File: src/design/ltd_pkg.sv
// Shared constants, codes and types of the lottery draw block.
// Used by every module in the design folder; depends on nothing else.

package ltd_pkg;

   localparam int MAX_JOBS             = 16;
   localparam int TICKETS_PER_PRIORITY = 10;

   localparam int PRIO_W   = 8;
   localparam int BURST_W  = 16;
   localparam int VALUE_W  = 16;
   localparam int TIME_W   = 20;
   localparam int STATUS_W = 3;
   localparam int JOBNUM_W = 5;
   localparam int LEFT_W   = 16;
   localparam int OPCODE_W = 2;

   localparam int JOB_W     = (MAX_JOBS > 1) ? $clog2(MAX_JOBS) : 1;
   localparam int CNT_W     = $clog2(MAX_JOBS + 1);
   localparam int TKT_W     = $clog2(255 * TICKETS_PER_PRIORITY + 1);
   localparam int TOT_RAW_W = $clog2(255 * TICKETS_PER_PRIORITY * MAX_JOBS + 1);
   localparam int TOT_W     = (TOT_RAW_W > LEFT_W) ? TOT_RAW_W : LEFT_W;

   localparam logic [TIME_W-1:0] TIME_MAX = '1;

   localparam logic [OPCODE_W-1:0] OP_LOAD  = 2'd0;
   localparam logic [OPCODE_W-1:0] OP_DRAW  = 2'd1;
   localparam logic [OPCODE_W-1:0] OP_CLEAR = 2'd2;

   localparam logic [STATUS_W-1:0] ST_LOADED   = 3'd0;
   localparam logic [STATUS_W-1:0] ST_WINNER   = 3'd1;
   localparam logic [STATUS_W-1:0] ST_REJECTED = 3'd2;
   localparam logic [STATUS_W-1:0] ST_FULL     = 3'd3;
   localparam logic [STATUS_W-1:0] ST_EMPTY    = 3'd4;

   typedef enum logic [2:0] {
      S_IDLE = 3'b001,
      S_SCAN = 3'b010,
      S_DONE = 3'b100
   } state_type;

   typedef struct packed {
      logic wr_en;
      logic retire_en;
      logic clear_all;
   } store_cmd_type;

   typedef struct packed {
      logic             hit;
      logic             miss;
      logic [JOB_W-1:0] idx;
      logic [TKT_W-1:0] tickets;
   } scan_stat_type;

   function automatic logic [TKT_W-1:0] tickets_of(input logic [PRIO_W-1:0] prio);
      tickets_of = TKT_W'(prio) * TKT_W'(TICKETS_PER_PRIORITY);
   endfunction

   function automatic logic [LEFT_W-1:0] sat_left(input logic [TOT_W-1:0] total);
      if (total > TOT_W'(65535)) begin
         sat_left = '1;
      end else begin
         sat_left = total[LEFT_W-1:0];
      end
   endfunction

endpackage

File: src/design/lottery_scheduler_draw_top.sv
// Lottery draw scheduler, top level. Jobs are loaded into a job memory, each
// owning ten tickets per priority point; a draw picks the first available job
// whose running ticket sum reaches the draw value, retires it and places it on
// the timeline. One item is handled at a time and every item gives one result,
// held in an output register so that the next item can be taken while it waits.
// A load, a clear or a draw answered at once passes through the result registers
// and then the output register; a draw that runs reads the job memory one entry
// a cycle through its single read port until it finds the winner or has read
// every loaded entry. Depends on ltd_pkg, ltd_job_store and ltd_draw_scan.

module lottery_scheduler_draw_top (
   input  logic                           clock,
   input  logic                           reset,
   input  logic                           req_valid,
   output logic                           req_stall,
   input  logic [ltd_pkg::OPCODE_W-1:0]   req_opcode,
   input  logic [ltd_pkg::PRIO_W-1:0]     req_job_priority,
   input  logic [ltd_pkg::BURST_W-1:0]    req_job_burst,
   input  logic [ltd_pkg::VALUE_W-1:0]    req_draw_value,
   output logic                           rsp_valid,
   input  logic                           rsp_stall,
   output logic [ltd_pkg::STATUS_W-1:0]   rsp_status,
   output logic [ltd_pkg::JOBNUM_W-1:0]   rsp_job_number,
   output logic [ltd_pkg::TIME_W-1:0]     rsp_start_time,
   output logic [ltd_pkg::TIME_W-1:0]     rsp_end_time,
   output logic [ltd_pkg::LEFT_W-1:0]     rsp_tickets_left
);
   import ltd_pkg::*;

   state_type           state_ff;
   state_type           state_in;
   logic [CNT_W-1:0]    loaded_ff;
   logic [CNT_W-1:0]    loaded_in;
   logic [TOT_W-1:0]    total_ff;
   logic [TOT_W-1:0]    total_in;
   logic [TIME_W-1:0]   now_ff;
   logic [TIME_W-1:0]   now_in;
   logic [VALUE_W-1:0]  value_ff;
   logic [VALUE_W-1:0]  value_in;

   logic [STATUS_W-1:0] res_status_ff;
   logic [STATUS_W-1:0] res_status_in;
   logic [JOBNUM_W-1:0] res_job_ff;
   logic [JOBNUM_W-1:0] res_job_in;
   logic [TIME_W-1:0]   res_start_ff;
   logic [TIME_W-1:0]   res_start_in;
   logic [TIME_W-1:0]   res_end_ff;
   logic [TIME_W-1:0]   res_end_in;
   logic [LEFT_W-1:0]   res_left_ff;
   logic [LEFT_W-1:0]   res_left_in;

   logic                rsp_valid_ff;
   logic                rsp_valid_in;
   logic [STATUS_W-1:0] rsp_status_ff;
   logic [JOBNUM_W-1:0] rsp_job_ff;
   logic [TIME_W-1:0]   rsp_start_ff;
   logic [TIME_W-1:0]   rsp_end_ff;
   logic [LEFT_W-1:0]   rsp_left_ff;
   logic                rsp_load;

   store_cmd_type       store_cmd;
   scan_stat_type       scan_stat;
   logic [JOB_W-1:0]    rd_addr;
   logic                rd_avail;
   logic [PRIO_W-1:0]   rd_prio;
   logic [BURST_W-1:0]  rd_burst;
   logic                scan_start;
   logic                scan_run;
   logic [TIME_W:0]     end_sum;
   logic [TIME_W-1:0]   end_sat;
   logic [TOT_W-1:0]    total_hit;

   ltd_job_store u_store (
      .clock      (clock),
      .reset      (reset),
      .cmd        (store_cmd),
      .wr_idx     (loaded_ff[JOB_W-1:0]),
      .wr_prio    (req_job_priority),
      .wr_burst   (req_job_burst),
      .retire_idx (scan_stat.idx),
      .rd_addr    (rd_addr),
      .rd_avail   (rd_avail),
      .rd_prio    (rd_prio),
      .rd_burst   (rd_burst)
   );

   ltd_draw_scan u_scan (
      .clock        (clock),
      .reset        (reset),
      .start        (scan_start),
      .run          (scan_run),
      .loaded_count (loaded_ff),
      .value        (value_ff),
      .rd_avail     (rd_avail),
      .rd_prio      (rd_prio),
      .rd_addr      (rd_addr),
      .stat         (scan_stat)
   );

   assign req_stall = (state_ff != S_IDLE);
   assign scan_run  = (state_ff == S_SCAN);
   assign rsp_load  = (state_ff == S_DONE) && (!rsp_valid_ff || !rsp_stall);
   assign end_sum   = {1'b0, now_ff} + (TIME_W + 1)'(rd_burst);
   assign end_sat   = end_sum[TIME_W] ? TIME_MAX : end_sum[TIME_W-1:0];
   assign total_hit = total_ff - TOT_W'(scan_stat.tickets);

   always_comb begin
      state_in      = state_ff;
      loaded_in     = loaded_ff;
      total_in      = total_ff;
      now_in        = now_ff;
      value_in      = value_ff;
      res_status_in = res_status_ff;
      res_job_in    = res_job_ff;
      res_start_in  = res_start_ff;
      res_end_in    = res_end_ff;
      res_left_in   = res_left_ff;
      store_cmd     = '0;
      scan_start    = 1'b0;
      case (state_ff)
         S_IDLE: begin
            if (req_valid) begin
               state_in      = S_DONE;
               res_status_in = ST_REJECTED;
               res_job_in    = '0;
               res_start_in  = '0;
               res_end_in    = '0;
               res_left_in   = sat_left(total_ff);
               case (req_opcode)
                  OP_LOAD: begin
                     if (loaded_ff >= CNT_W'(MAX_JOBS)) begin
                        res_status_in = ST_FULL;
                     end else begin
                        store_cmd.wr_en = 1'b1;
                        total_in        = total_ff + TOT_W'(tickets_of(req_job_priority));
                        loaded_in       = loaded_ff + CNT_W'(1);
                        res_status_in   = ST_LOADED;
                        res_job_in      = JOBNUM_W'(loaded_in);
                        res_left_in     = sat_left(total_in);
                     end
                  end
                  OP_DRAW: begin
                     if (total_ff == '0) begin
                        res_status_in = ST_EMPTY;
                     end else if ((req_draw_value == '0) ||
                                  (TOT_W'(req_draw_value) > total_ff)) begin
                        res_status_in = ST_REJECTED;
                     end else begin
                        value_in   = req_draw_value;
                        scan_start = 1'b1;
                        state_in   = S_SCAN;
                     end
                  end
                  OP_CLEAR: begin
                     store_cmd.clear_all = 1'b1;
                     loaded_in           = '0;
                     total_in            = '0;
                     now_in              = '0;
                     res_status_in       = ST_LOADED;
                     res_left_in         = '0;
                  end
                  default: begin
                     res_status_in = ST_REJECTED;
                  end
               endcase
            end
         end
         S_SCAN: begin
            if (scan_stat.hit) begin
               store_cmd.retire_en = 1'b1;
               total_in            = total_hit;
               now_in              = end_sat;
               res_status_in       = ST_WINNER;
               res_job_in          = JOBNUM_W'(CNT_W'(scan_stat.idx) + CNT_W'(1));
               res_start_in        = now_ff;
               res_end_in          = end_sat;
               res_left_in         = sat_left(total_hit);
               state_in            = S_DONE;
            end else if (scan_stat.miss) begin
               res_status_in = ST_REJECTED;
               res_job_in    = '0;
               res_start_in  = '0;
               res_end_in    = '0;
               res_left_in   = sat_left(total_ff);
               state_in      = S_DONE;
            end
         end
         S_DONE: begin
            if (rsp_load) begin
               state_in = S_IDLE;
            end
         end
         default: begin
            state_in = S_IDLE;
         end
      endcase
   end

   always_comb begin
      rsp_valid_in = rsp_valid_ff;
      if (rsp_load) begin
         rsp_valid_in = 1'b1;
      end else if (rsp_valid_ff && !rsp_stall) begin
         rsp_valid_in = 1'b0;
      end
   end

   always_ff @(posedge clock) begin
      if (reset) begin
         state_ff     <= S_IDLE;
         loaded_ff    <= '0;
         total_ff     <= '0;
         now_ff       <= '0;
         rsp_valid_ff <= 1'b0;
      end else begin
         state_ff     <= state_in;
         loaded_ff    <= loaded_in;
         total_ff     <= total_in;
         now_ff       <= now_in;
         rsp_valid_ff <= rsp_valid_in;
      end
   end

   always_ff @(posedge clock) begin
      value_ff      <= value_in;
      res_status_ff <= res_status_in;
      res_job_ff    <= res_job_in;
      res_start_ff  <= res_start_in;
      res_end_ff    <= res_end_in;
      res_left_ff   <= res_left_in;
      if (rsp_load) begin
         rsp_status_ff <= res_status_ff;
         rsp_job_ff    <= res_job_ff;
         rsp_start_ff  <= res_start_ff;
         rsp_end_ff    <= res_end_ff;
         rsp_left_ff   <= res_left_ff;
      end
   end

   assign rsp_valid        = rsp_valid_ff;
   assign rsp_status       = rsp_status_ff;
   assign rsp_job_number   = rsp_job_ff;
   assign rsp_start_time   = rsp_start_ff;
   assign rsp_end_time     = rsp_end_ff;
   assign rsp_tickets_left = rsp_left_ff;

   a_retire_only_in_scan: assert property (@(posedge clock) disable iff (reset)
      store_cmd.retire_en |-> (state_ff == S_SCAN))
      else $error("A job was retired outside a draw scan.");

   a_winner_drops_total: assert property (@(posedge clock) disable iff (reset)
      ((state_ff == S_SCAN) && scan_stat.hit) |=> (total_ff < $past(total_ff)))
      else $error("A winning draw did not reduce the ticket total.");

   a_loaded_bounded: assert property (@(posedge clock) disable iff (reset)
      (loaded_ff <= CNT_W'(MAX_JOBS)))
      else $error("The loaded job count exceeds the table depth.");

   a_winner_numbered: assert property (@(posedge clock) disable iff (reset)
      (rsp_valid_ff && (rsp_status_ff == ST_WINNER)) |-> (rsp_job_ff != '0))
      else $error("A winner result carries no job number.");

endmodule

File: src/design/ltd_job_store.sv
// Job memory holding priority and burst per entry, with a registered read port,
// and the per-entry availability flags. Depends on ltd_pkg.

module ltd_job_store (
   input  logic                         clock,
   input  logic                         reset,
   input  ltd_pkg::store_cmd_type       cmd,
   input  logic [ltd_pkg::JOB_W-1:0]    wr_idx,
   input  logic [ltd_pkg::PRIO_W-1:0]   wr_prio,
   input  logic [ltd_pkg::BURST_W-1:0]  wr_burst,
   input  logic [ltd_pkg::JOB_W-1:0]    retire_idx,
   input  logic [ltd_pkg::JOB_W-1:0]    rd_addr,
   output logic                         rd_avail,
   output logic [ltd_pkg::PRIO_W-1:0]   rd_prio,
   output logic [ltd_pkg::BURST_W-1:0]  rd_burst
);
   import ltd_pkg::*;

   logic [PRIO_W+BURST_W-1:0] job_mem [MAX_JOBS];
   logic [PRIO_W+BURST_W-1:0] rd_data_ff;
   logic                      rd_avail_ff;
   logic [MAX_JOBS-1:0]       avail_ff;
   logic [MAX_JOBS-1:0]       avail_in;

   always_ff @(posedge clock) begin
      if (cmd.wr_en) begin
         job_mem[wr_idx] <= {wr_prio, wr_burst};
      end
      rd_data_ff  <= job_mem[rd_addr];
      rd_avail_ff <= avail_ff[rd_addr];
   end

   always_comb begin
      avail_in = avail_ff;
      if (cmd.clear_all) begin
         avail_in = '0;
      end else begin
         if (cmd.wr_en) begin
            avail_in[wr_idx] = 1'b1;
         end
         if (cmd.retire_en) begin
            avail_in[retire_idx] = 1'b0;
         end
      end
   end

   always_ff @(posedge clock) begin
      if (reset) begin
         avail_ff <= '0;
      end else begin
         avail_ff <= avail_in;
      end
   end

   assign rd_avail = rd_avail_ff;
   assign rd_prio  = rd_data_ff[PRIO_W+BURST_W-1:BURST_W];
   assign rd_burst = rd_data_ff[BURST_W-1:0];

endmodule

File: src/design/ltd_draw_scan.sv
// Draw scanner: walks the job memory one entry a cycle in load order and keeps
// the running ticket sum until it reaches the draw value. Depends on ltd_pkg.

module ltd_draw_scan (
   input  logic                         clock,
   input  logic                         reset,
   input  logic                         start,
   input  logic                         run,
   input  logic [ltd_pkg::CNT_W-1:0]    loaded_count,
   input  logic [ltd_pkg::VALUE_W-1:0]  value,
   input  logic                         rd_avail,
   input  logic [ltd_pkg::PRIO_W-1:0]   rd_prio,
   output logic [ltd_pkg::JOB_W-1:0]    rd_addr,
   output ltd_pkg::scan_stat_type       stat
);
   import ltd_pkg::*;

   logic [CNT_W-1:0] issue_ff;
   logic [CNT_W-1:0] issue_in;
   logic             look_vld_ff;
   logic [JOB_W-1:0] look_idx_ff;
   logic [TOT_W-1:0] sum_ff;
   logic [TOT_W-1:0] sum_in;
   logic             issuing;
   logic [TKT_W-1:0] tickets;
   logic [TOT_W-1:0] sum_next;

   assign issuing  = run && (issue_ff < loaded_count);
   assign rd_addr  = issue_ff[JOB_W-1:0];
   assign tickets  = tickets_of(rd_prio);
   assign sum_next = sum_ff + TOT_W'(tickets);

   always_comb begin
      stat.hit     = run && look_vld_ff && rd_avail && (sum_next >= TOT_W'(value));
      stat.miss    = run && !look_vld_ff && (issue_ff >= loaded_count);
      stat.idx     = look_idx_ff;
      stat.tickets = tickets;
   end

   always_comb begin
      issue_in = issue_ff;
      sum_in   = sum_ff;
      if (start) begin
         issue_in = '0;
         sum_in   = '0;
      end else begin
         if (issuing) begin
            issue_in = issue_ff + CNT_W'(1);
         end
         if (look_vld_ff && rd_avail) begin
            sum_in = sum_next;
         end
      end
   end

   always_ff @(posedge clock) begin
      if (reset) begin
         issue_ff    <= '0;
         look_vld_ff <= 1'b0;
      end else begin
         issue_ff    <= issue_in;
         look_vld_ff <= issuing && !start;
      end
   end

   always_ff @(posedge clock) begin
      sum_ff      <= sum_in;
      look_idx_ff <= issue_ff[JOB_W-1:0];
   end

endmodule
File: config.mk
export PLATFORM = sky130hd
export DESIGN_NAME = lottery_scheduler_draw_top
export DESIGN_NICKNAME = d
export VERILOG_FILES = /design/src/design/ltd_pkg.sv /design/src/design/lottery_scheduler_draw_top.sv /design/src/design/ltd_job_store.sv /design/src/design/ltd_draw_scan.sv
export SDC_FILE = /design/constraint.sdc
export NUM_CORES = 1
export LEC_CHECK = 0
export ABC_AREA = 1
export BUFFER_PORTS_ARGS = -buffer_cell sky130_fd_sc_hd__clkbuf_2
export CORE_AREA = 2 2 230 232
export DETAILED_ROUTE_END_ITERATION = 7
export DIE_AREA = 0 0 232 234
export PLACE_DENSITY_LB_ADDON = 0.1
export REMOVE_ABC_BUFFERS = 1
export SYNTH_ARGS = -nofsm -noshare
export SYNTH_HDL_FRONTEND = slang
export SYNTH_SLANG_ARGS = --single-unit
export TNS_END_PERCENT = 5
File: constraint.sdc
create_clock -name clock -period 6.32 [get_ports clock]
set_input_delay 0.948 -clock clock [delete_from_list [all_inputs] [get_ports clock]]
set_output_delay 0.948 -clock clock [all_outputs]
set_load 0.02 [all_outputs]
==> summary.md <==
| Metric | Value |
|---|---|
| Status | complete, no violations |
| Die outline height | 234 um |
| CTS clk-pin slew, worst paths | 0.06 ns |
| Worst Path Arrival | 6.21 ns |
| Met2 usage | 41.07% |
| Io pins | 112 |
| Die X | 232 um |
| Root buffer cell | clkbuf_16 |
| Hpwl dp | 43.68 mm |
| Antenna cells | 0 |
| Num rows | 84 |
| Number of vias per cell | 5.652 |
| Routed WL | 70.92 mm |
| Clock power frac | 38.4% |
| Crit start category | flip-flop |
| Max_slew headroom | 21.58% |
| Count of pins over their slew limit | 0 |
| Worst path required time | 6.84 ns |
| Final setup fails | 0 |
| 1st-iter DRT viols | 1,558 |
| Seq/Total Area, Yosys | 62.99% |
| Critical path origin | u_store.rd_data_ff[17]$_DFF_P_ |
| Global-route wire length before repair | 108.4 mm |
| Logic gate share of total power | 12.8% |
| Htree depth | 3 |
| Initial Util | 55.10% |
| TNS Setup | 0 ns |
| Most common cell after layout, fill and taps aside | edfxtp_1 |
| Psw | 2.658 mW |
| Pre-CTS WS | 0.3907 ns |
| Vias | 19,753 |
| Sw Ratio | 26.20% |
| DRC Markers | 0 |
| CP Capture Type | flip-flop |
| Period minus WS final | 5.688 ns |
| Port bufs | 111 |
| Wire per inst | 20.29 um |
| Busiest layer in global routing | met2 |
| Post-synth EDFFs | 528 |
| Worst r2r dst | now_ff[6]$_SDFFE_PP0P_ |
| Grt ovf | 0 |
| TritonCTS clock tree | built |
| GPL Wtd Cong | 0.8938 |
| Crit path to | now_ff[6]$_SDFFE_PP0P_ |
| TritonRoute pass-1 iters | 5 |
| Skew-Pair Late Insertion Delay | 0.61 ns |
| RR Startpoint | u_store.rd_data_ff[17]$_DFF_P_ |
| Sequential share of power | 48.9% |
| Gate Count Post-Synth | 2,649 |
| CP max stage delay | 0.68 ns |
| Synth Cell Area | 0.02866 mm2 |
| Hold Path Class | flip-flop to flip-flop |
| Fraction of layout cells with a size suffix above 1 | 11.86% |
| Synth warn | 0 |
| Commonest non-fill, non-tap cells in the layout | 528 x edfxtp_1, 396 x nand2_1, 346 x nor2_1, 240 x o21ai_0, 207 x inv_1 |
| Final-stage net count | 2,924 |
| Reg2reg path depth | 28 |
| Overall routing resource usage | 26.38% |
| Maximum fanout along the worst path | 29 |
| Vias in the first global route | 18,903 |
| Met3 Resource Use GR | 4.572% |
| Antenna viol nets, final | 0 |
| Synth cell types | 56 |
| Pin count of the biggest net entering global routing | 90 |
| Routing usage on met1 | 37.91% |
| Syn Area/Cell | 10.82 um2 |
| Die Footprint | 0.05429 mm2 |
| Core footprint | 0.05202 mm2 |
| PD cells | 316.2 mW/mm2 |
| #FFs+latches synth | 638 |
| Max cap viols | 0 |
| Final Hold Fails | 0 |
| Leak | 12.67 nW |
| Main synth FF type | edfxtp_1 |
| Skew final | 0.01755 ns |
| Cell Int Power | 7.488 mW |
| Final setup margin | 0.6315 ns |
| Crit Path Class | flip-flop to flip-flop |
| Fmax | 175.8 MHz |
| Clock buffer count from CTS | 68 |
| Worst vdd ir | 0.2471 mV |
| Period utilization | 90.01% |
| Area delta synth->final | 11.93% |
| Ys async rst share | 0% |
| Flop2flop setup slack | 0.63 ns |
| Crit-path slowest cell | nand3_1 |
| Initial antenna violation count | 3 |
| Worst Tran Pin Value | 1.174 ns |
| CTS Buffer Depth | 3 |
| # Post-CTS Setup Buffers | 0 |
| Clock tree sinks | 638 |
| RSZ-0062 raised after global routing | no |
==> routing by layer <==
metal  routed length (um)  vias to the layer above
met3                 5169                      102
met2                32090                      693
met4                 1681                        0
met1                31980                     9451
met5                    0                        -
li1                     -                     9507
==> worst min-delay path by stage <==
stage / from / to / cells past startpoint
6_report: res_end_ff[10]$_SDFFCE_PN0P_ / rsp_end_time[10]$_DFFE_PP_ / 0
3_3_place_gp: res_start_ff[1]$_SDFFCE_PN0P_ / rsp_start_time[1]$_DFFE_PP_ / 0
2_1_floorplan: u_scan.issue_ff[3]$_SDFFE_PP0P_ / u_scan.look_idx_ff[3]$_DFF_P_ / 0
4_1_cts: res_end_ff[10]$_SDFFCE_PN0P_ / rsp_end_time[10]$_DFFE_PP_ / 0
5_1_grt: res_end_ff[8]$_SDFFCE_PN0P_ / rsp_end_time[8]$_DFFE_PP_ / 0
3_5_place_dp: res_start_ff[5]$_SDFFCE_PN0P_ / rsp_start_time[5]$_DFFE_PP_ / 0
==> area by class of cell <==
class,instances,area (um2)
fill,4238,19940
sequential,638,18060
multi-input combinational,1677,9324
clock buffer,90,1854
inverter,228,865.8
tap,688,860.8
timing repair buffer,141,780.7
clock inverter,33,334.1
==> synth_stat cells (2+ instances only) <==
cell      count  area (um2)
o221ai_1     42       367.9
nand4_1      18       112.6
a21o_1        4       30.03
clkinv_1      4       15.01
buf_6         7       78.83
ha_1        118        1476
o21bai_1      3       22.52
nand2_1     396        1486
fa_1          6       120.1
nor3_1        7       35.03
a21oi_2       4       35.03
xnor2_1      10       87.58
inv_1       207       777.0
inv_2        16       60.06
a21boi_1      2       15.01
o211ai_1     33       247.7
nor2_2       16       100.1
a31oi_1       4       25.02
nor2_4        3       33.78
or2_0         2       12.51
o21ai_2       2       17.52
buf_1         3       11.26
a22o_1        2       17.52
or2_1         2       12.51
or2_2        16       100.1
a21oi_1     105       525.5
nand3b_1      6       45.04
edfxtp_1    528       15860
nand3_2      11       110.1
clkbuf_1     70       262.8
nand2_2       4       25.02
o21ai_1       4       20.02
nor2_1      348        1306
buf_2        24       120.1
dfxtp_1     110        2202
o21ai_0     240        1201
and2_1        3       18.77
xor2_1       30       262.8
a21boi_0      2       15.01
buf_4         3       22.52
nand3_1     150       750.7
o211ai_2      3       37.54
o22ai_1      63       394.1
nand2_4       6       67.56
==> power groups by stage <==
stage	clock network, mW	logic [mW]	registers [mW]
after floorplan	0	0.869	5.01
after global placement	0	1.26	5.04
after detailed placement	0	1.27	5.04
after CTS	3.96	1.28	4.96
after global routing	4.12	1.47	4.97
final	3.90	1.29	4.96
==> cells by family after synthesis <==
group,share of synthesized area (%)
compound gates,10.51
other cells,0.01308
simple gates,14.96
xor+xnor,1.222
buf+inv,4.732
flops,62.99
fa+ha+maj,5.570
==> critical path: cells and delay by family, from the launching register on <==
kind                       cells  cell delay, ns
AOI/OAI and AO/OA              7            0.94
xor gates and xnor gates       2            0.38
adders and majority gates      5            1.50
buffers and inverters          3            0.52
DFF                            1            0.46
and+or+nand+nor               11            1.80
==> registers in the layout, indices dropped and copies added (netlist names), 4 cells and up <==
signal	cells
res_left_ff	16
value_ff	16
rsp_end_time	20
rsp_start_time	20
rsp_job_number	5
u_scan.issue_ff	5
u_scan.look_idx_ff	4
rsp_tickets_left	16
total_ff	15
u_store.job_mem	384
res_job_ff	5
res_start_ff	20
u_scan.sum_ff	15
u_store.avail_ff	16
loaded_ff	5
res_end_ff	20
u_store.rd_data_ff	24
now_ff	20
==> repair_timing <==
action | 4_1_cts | 5_1_grt
setup endpoints to repair | 0 | 31
hold buffers | 0 | 0
gates resized for setup | 0 | 0
==> through the flow <==
| step | hold slack (ns) | instance area [um2] | util (%) | cells | power [mW] |
|---|---|---|---|---|---|
| finish | 0.4140 | 32080 | 61.67 | 3495 | 10.15 |
| CTS | 0.4168 | 32080 | 61.66 | 3494 | 10.20 |
| detailed placement | 0.4045 | 29890 | 57.45 | 3371 | 6.317 |
| global placement | 0.4017 | 29890 | 57.45 | 3371 | 6.295 |
| floorplan | 0.3945 | 28170 | - | 2542 | 5.883 |
| global route | 0.4250 | 32080 | 61.67 | 3495 | 10.57 |
(Power assumes the default switching activity.)
